### src/rtl/e820_ram.sv
module map_ram #(
  parameter int WIDTH = 8,
  parameter int DEPTH = 16
) (
  input  logic                     clk,
  input  logic                     wr_en,
  input  logic [$clog2(DEPTH)-1:0] wr_addr,
  input  logic [WIDTH-1:0]         wr_data,
  input  logic                     rd_en,
  input  logic [$clog2(DEPTH)-1:0] rd_addr,
  output logic [WIDTH-1:0]         rd_data
);

  logic [WIDTH-1:0] mem [DEPTH];

  always_ff @(posedge clk) begin
    if (wr_en) begin
      mem[wr_addr] <= wr_data;
    end
    if (rd_en) begin
      rd_data <= mem[rd_addr];
    end
  end

endmodule

### config.mk
export PLATFORM = sky130hd
export DESIGN_NAME = map_ram
export DESIGN_NICKNAME = d
export VERILOG_FILES = /design/src/rtl/e820_ram.sv
export SDC_FILE = /design/constraint.sdc
export NUM_CORES = 1
export LEC_CHECK = 0
export ABC_AREA = 1
export ABC_CLOCK_PERIOD_IN_PS = 1600
export BUFFER_PORTS_ARGS = -buffer_cell sky130_fd_sc_hd__buf_2
export CORE_MARGIN = 4
export CORE_UTILIZATION = 59
export CTS_CLUSTER_SIZE = 14
export DETAILED_ROUTE_END_ITERATION = 12
export HOLD_SLACK_MARGIN = 0.15
export PLACE_DENSITY = 0.78
export SYNTH_ARGS = -nofsm -noshare
export SYNTH_HDL_FRONTEND = slang
export SYNTH_SLANG_ARGS = --single-unit
### constraint.sdc
create_clock -name clk -period 1.6 [get_ports clk]
set_input_delay 0.16 -clock clk [delete_from_list [all_inputs] [get_ports clk]]
set_output_delay 0.16 -clock clk [all_outputs]
set_load 0.02 [all_outputs]
==> results of run 1 <==
[per-layer routing]
layer / track usage (%) / wire, um / vias to the layer above
met5: 0 / 0 / -
met4: 10.55 / 321 / 0
met3: 5.939 / 1089 / 29
met2: 39.56 / 6487 / 207
met1: 34.38 / 5517 / 1920
li1: - / - / 1898
[stage by stage]
step | util, % | hold WS (ns) | total power, mW | std cells
6_report | 70.07 | 0.2735 | 7.922 | 754
5_1_grt | 70.07 | 0.2873 | 8.185 | 754
4_1_cts | 70.07 | 0.2586 | 7.945 | 754
3_5_place_dp | 63.62 | 0.5288 | 4.616 | 711
3_3_place_gp | 63.62 | 0.5319 | 4.595 | 711
2_1_floorplan | - | 0.2589 | 4.410 | 551
[critical path: cells and delay by family]
kind,cells,cell delay [ns]
AND/OR/NAND/NOR,2,0.26
buffers and inverters,3,1.21
[logic make-up after synthesis]
group,after synthesis
AND/OR/NAND/NOR,289
flip-flops,136
buffers and inverters,126
[final cells by class]
| type | instances | area, um2 | share of cell area (%) |
|---|---|---|---|
| multi-input cells | 289 | 1214 | 17.80 |
| repair buffers | 63 | 462.9 | 6.790 |
| clock inverters | 12 | 86.33 | 1.266 |
| inverters | 102 | 382.9 | 5.616 |
| flip-flops and latches | 136 | 4084 | 59.90 |
| clock buffers | 19 | 421.7 | 6.185 |
| well taps | 133 | 166.4 | 2.441 |
[state kept, by name, summed over array words and instances (netlist names)]
register	flops
mem	128
rd_data	8
[cell usage after synthesis]
cell      number
inv_1        100
buf_4          4
nand2_1      173
nand3_1       97
buf_6          6
nand3b_1       2
buf_1          1
buf_2         13
inv_2          2
edfxtp_1     136
nor2_1        17
[final timing paths]
| path | startpoint | to | slack (ns) | cells after the start |
|---|---|---|---|---|
| setup / recovery | wr_addr[1] | mem[3][3] | 0.21 | 5 |
| hold / removal | rd_addr[2] | rd_data[2] | 0.27 | 5 |
| setup reg to reg | mem[4][4] | rd_data[4] | 0.45 | 6 |
| hold reg to reg | mem[6][2] | rd_data[2] | 0.76 | 6 |
[power by group]
group          internal, mW  switching, mW  leakage, nW
combinational         0.165          0.360         1.49
clock                  2.01           1.35        0.249
sequential             4.02         0.0250         1.24
[cells in the final DEF (no fill, tap or decap)]
master,netlist,routed
nand3b_1,2,2
buf_12,0,2
clkbuf_1,0,2
dlygate4sd3_1,0,12
nand2_1,173,173
clkbuf_16,0,16
nor2_1,17,17
bufinv_16,0,1
buf_4,4,23
clkinv_1,0,3
nand3_1,97,97
clkbuf_8,0,1
edfxtp_1,136,136
buf_2,13,26
clkinv_2,0,6
clkinvlp_4,0,2
inv_2,2,2
inv_1,100,100
==> impl_results.md, run 1 <==
* Routed vias/inst at 5.377
* Setup total negative slack at 0 ns
* CORE AREA at about 0.01 mm2
* CP Launch Type: primary input
* CP Capture Type: flip-flop
* Power Density at 1162 mW/mm2
* GRT Util Overall at between 20% and 30%
* Post-synthesis mux area share at 0%
* Layout fillers at 737
* Area after DPL at slightly above 0.006 mm2
* Clk pin slew, worst setup/hold paths at roughly 0.060 ns
* IO Count at 27
* Clock Skew at between 0.005 and 0.006 ns
* YS warnings at 0
* Vias in the first global route at just under 4000
* RSZ-0062 raised after global routing: no
* CP max FO at 4
* Post-DP HPWL at between 8000 and 9000 um
* P_leak at roughly 3.0 nW
* Post-cts gate resize count at 0
* Post-synthesis compound-gate area fraction at 0%
* # Post-CTS Setup Buffers at 0
* Routability congestion estimate at 0.8900
* CTS tree: yes
* Max clock buf depth at 2
* Hold-fix buffers, CTS at 12
* Maximum clock rate at between 700 and 800 MHz
* Crit path top cell by count: dlygate4sd3_1
* Worst-Margin Slew at 0.5811 ns
* Largest net degree at the start of global routing at 33
* H-Tree Depth at 4
* Worst skew pair latency at between 0.5 and 0.6 ns
* Yosys top cell area share at 69.85%
* Crit share post-route at 86.95%
* Register area share after synthesis at a little over two thirds
* Netlist cell types at 11
* Syn Inst Count at 551
* First-pass iteration count of the detailed router at 5
* Xor/xnor share of the synthesized area at 0%
* Total detailed-routing wirelength at ~13000 um
* Initial core utilization at approximately 60%
* N_diodes at 0
* Slew headroom at ~60%
* Top cells by area, synth: edfxtp_1 (70%), nand2_1 (11%), nand3_1 (8.3%)
* Num CTS Buffers at 17
* Place WS at slightly above 0.06 ns
* Maximum vdd ir drop at roughly 0.0008 V
* Via count at 4054
* Die Area at between 0.01 and 0.015 mm2
* WP data required at 1.84 ns
* Num rows at 36
* Post-route cell area at ~0.0068 mm2
* Remaining global-route overflow at 0
* First-pass GRT wire length at around 22000 um
* Port Buf Inserts at 26
* Hold Fails Final Rpt at 0
* Max-Cap Viols at 0
* Max-slew violation count at 0
* Yosys reg bits at about 140
* Status: finished, final reports clean
* Post-synthesis net count at between 500 and 600
* DR WL/cell at between 15 and 20 um
* Area Growth Syn to Fin at 16.61%
* Min cycle time layout at 1.391 ns
* Post-DRT Antenna Nets at 0
* Post-route DRC at 0
* Initial antenna violation count at 0
* Clk sinks at ~140
* Mapped Area at ~0.0058 mm2
* Critical path arrival at between 1.5 and 2 ns
* CTS root buf: clkbuf_8
* Combinational family with the most area after synthesis: simple AND/OR/NAND/NOR gates
* Worst-path cell chain: dlygate4sd3_1 -> buf_2 -> nand2_1 -> nor2_1 -> dlygate4sd3_1
* Die Y-Extent at around 110 um
* Die width at between 100 and 150 um
* PnR worst setup slack at between 0.2 and 0.25 ns
* Critical path class: in -> reg
* Share of cells above drive strength 1 at around an eighth
* Synthesized area per cell at 10.61 um2
* Adder-cell share of the synthesized area at 0%
* Largest stage delay, worst path at 0.57 ns
* DRT iter0 DRCs at 446
* Final setup viols at 0
* Nets at roughly 630
* Simple-Gate Fraction of Synth Area at between 20 and 25%
* HP Class: in -> reg
* Top cell type by total area after synthesis: edfxtp_1
* Max stage delay cell, worst path: dlygate4sd3_1
Power figures use the tool's default switching activity.
==> run 2: changes to the inputs <==
Settings changed: ABC_CLOCK_PERIOD_IN_PS 1600 to 1800, SLEW_MARGIN set to 20.
Clock period 1.6 ns to 1.8 ns, I/O delays scaled along.
==> run 2 against run 1 <==
Clock skew up 0.0013 ns. Sequential share of layout area down 0.37 points. Setup slack worse by 0.069 ns. Flip-flop and latch count unchanged. Hold slack worse by 0.092 ns. Critical path depth up 1. Combinational power down 10%. Non-clock buffer count unchanged. Register-to-register slack worse by 0.27 ns. Clock-buffer cell count down 2. Clock power down 4%. Sequential power down 11%. Critical path type unchanged.
==> impl_results.md, run 2 (synthesized netlist as in run 1, its figures left out) <==
* Status: finished, final reports clean
* Die width at 107.6 um (unchanged)
* First-pass GRT wire length at 21030 um (-2.3%)
* Num rows at 36 (unchanged)
* Area after DPL at 0.006182 mm2 (-0.12%)
* Critical path class: in -> reg
* Reg2reg setup slack at 0.18 ns (-0.27 ns)
* Max clock buf depth at 2 (unchanged)
* H-Tree Depth at 4 (unchanged)
* Total detailed-routing wirelength at 13360 um (-0.45%)
* Power Density at 1061 mW/mm2 (-8.7%)
* Num CTS Buffers at 17 (unchanged)
* Largest stage delay, worst path at 0.57 ns (about the same)
* Max reg flops at 128 (unchanged)
* Worst hold start: rd_addr[2]
* Hold Fails Final Rpt at 0 (unchanged)
* Routed vias/inst at 5.426 (+0.92%)
* Vias in the first global route at 3960 (-0.18%)
* Max-slew violation count at 0 (unchanged)
* Utilization after layout at 70.51% (+0.44 points)
* Path depth of the worst reg2reg path at 7 (+1)
* Clock Skew at 0.007246 ns (+0.001268 ns)
* Post-route cell area at 0.006860 mm2 (+0.62%)
* Min cycle time layout at approximately 1.7 ns
* Slew headroom at 60.72% (-0.48 points)
* Post-cts gate resize count at 0 (unchanged)
* Cell family with the largest share of critical-path delay: buffers and inverters
* DR WL/cell at 17.74 um (-0.32%)
* Critical path arrival at 1.90 ns (+0.27 ns)
* Area Growth Syn to Fin at 17.33%
* Worst reg2reg path endpoint: rd_data[2]
* CTS root buf: clkbuf_8
* DRT iter0 DRCs at 447 (+0.22%)
* Largest reg by FF count: mem
* Clk sinks at 136 (unchanged)
* Top flop regs: mem (128), rd_data (8)
* Crit path buffers/inverters at 4 (+1)
* RSZ-0062 raised after global routing: no
* CP max FO at 7 (+3)
* Worst hold stages at 4 (-1)
* Worst skew pair latency at 0.53 ns (about the same)
* CP Capture Type: flip-flop
* WP data required at 2.04 ns (+0.20 ns)
* Die Y-Extent at 107.6 um (unchanged)
* WHS at 0.1812 ns (-0.09228 ns)
* Largest net degree at the start of global routing at 41 (+24%)
* P_leak at 2.982 nW (+0.36%)
* CP Launch Type: primary input
* Routability congestion estimate at 0.8563 (-3.8%)
* CORE AREA at 0.009729 mm2 (unchanged)
* Maximum vdd ir drop at 0.0006323 V (-22%)
* Port Buf Inserts at 26 (unchanged)
* Final setup viols at 0 (unchanged)
* Placed Cells at 710 (-0.14%)
* First-pass iteration count of the detailed router at 6 (+1)
* GRT Util Overall at 24.92% (-0.41 points)
* Die Area at 0.01157 mm2 (unchanged)
* Initial core utilization at 60.10% (unchanged)
* Nets at 628 (unchanged)
* Most frequent cells in the layout: nand2_1 (173), edfxtp_1 (136), inv_1 (100)
* Post-DP HPWL at 8110 um (-6.9%)
* Commonest non-fill, non-tap cell in the layout: nand2_1
* Crit path top cell by count: dlygate4sd3_1
* Share of cells above drive strength 1 at 13.06% (+0.34 points)
* N_diodes at 0 (unchanged)
* IO Count at 27 (unchanged)
* Reg2Reg Launch Point: mem[8][2]
* # Post-CTS Setup Buffers at 0 (unchanged)
* PnR worst setup slack at 0.1400 ns (-0.06876 ns)
* Initial antenna violation count at 0 (unchanged)
* Remaining global-route overflow at 0 (unchanged)
* Overall Power at 7.276 mW (-8.2%)
* Max stage delay cell, worst path: dlygate4sd3_1
* Worst-Margin Slew at 0.5883 ns (+0.007214 ns)
* Setup total negative slack at 0 ns (unchanged)
* Max-Cap Viols at 0 (unchanged)
* Maximum clock rate at between 600 and 700 MHz
* Crit share post-route at a little over 90%
* Post-Layout Cell Count at 753 (-0.13%)
* CTS tree: yes
* Hold-fix buffers, CTS at 13 (+1)
* HP Class: in -> reg
* Place WS at 0.3249 ns (+0.2630 ns)
* Hold endpoint: rd_data[7]
* Worst-path cell chain: dlygate4sd3_1 -> buf_2 -> nand2_1 -> dlygate4sd3_1 -> nor2_1 -> buf_4
* Via count at 4086 (+0.79%)
* Post-DRT Antenna Nets at 0 (unchanged)
* Post-route DRC at 0 (unchanged)
* Clk pin slew, worst setup/hold paths at 0.06 ns (about the same)
[run 2: cell count changes in the layout (fill, tap and decap cells not counted), sizes merged]
cell	change
buf	-1
clkbuf	-2
dlygate4sd3	+1
bufinv	+1
[run 2: worst reg2reg max path, delay by kind of cell (launching register included)]
kind                   cells  cell delay (ns)
AND/OR/NAND/NOR            5             0.39
flip-flops                 1             0.37
buffers and inverters      2             0.62
[run 2: worst max path at each step]
stage | startpoint | to | slack, ns | depth (start not counted)
floorplan | wr_addr[2] | mem[10][0] | 0.67 | 2
global placement | rd_addr[1] | rd_data[3] | 0.33 | 6
detailed placement | rd_addr[1] | rd_data[3] | 0.32 | 6
CTS | wr_addr[1] | mem[3][0] | 0.16 | 6
global route | wr_addr[1] | mem[3][1] | 0.08 | 6
finish | wr_addr[1] | mem[3][1] | 0.14 | 6
[run 2: metal layers]
metal	up-vias	global-route usage, %	wire (um)
met5	-	0	0
met4	0	9.288	403
met3	37	7.319	1284
met2	244	38.63	6316
met1	1910	33.62	5352
li1	1895	-	-
[run 2: area by class of cell]
class / count / area, um2
repair buffers: 63 / 465.4
inverters: 102 / 382.9
clock buffers: 17 / 414.1
fillers: 698 / 2869
well taps: 133 / 166.4
flip-flops and latches: 136 / 4084
clock inverters: 13 / 133.9
multi-input cells: 289 / 1214
[run 2: power by group]
part | total (mW) | switching [mW] | leakage [nW] | internal (mW)
logic | 0.471 | 0.322 | 1.48 | 0.149
clock network | 3.21 | 1.27 | 0.267 | 1.94
registers | 3.59 | 0.0210 | 1.24 | 3.57
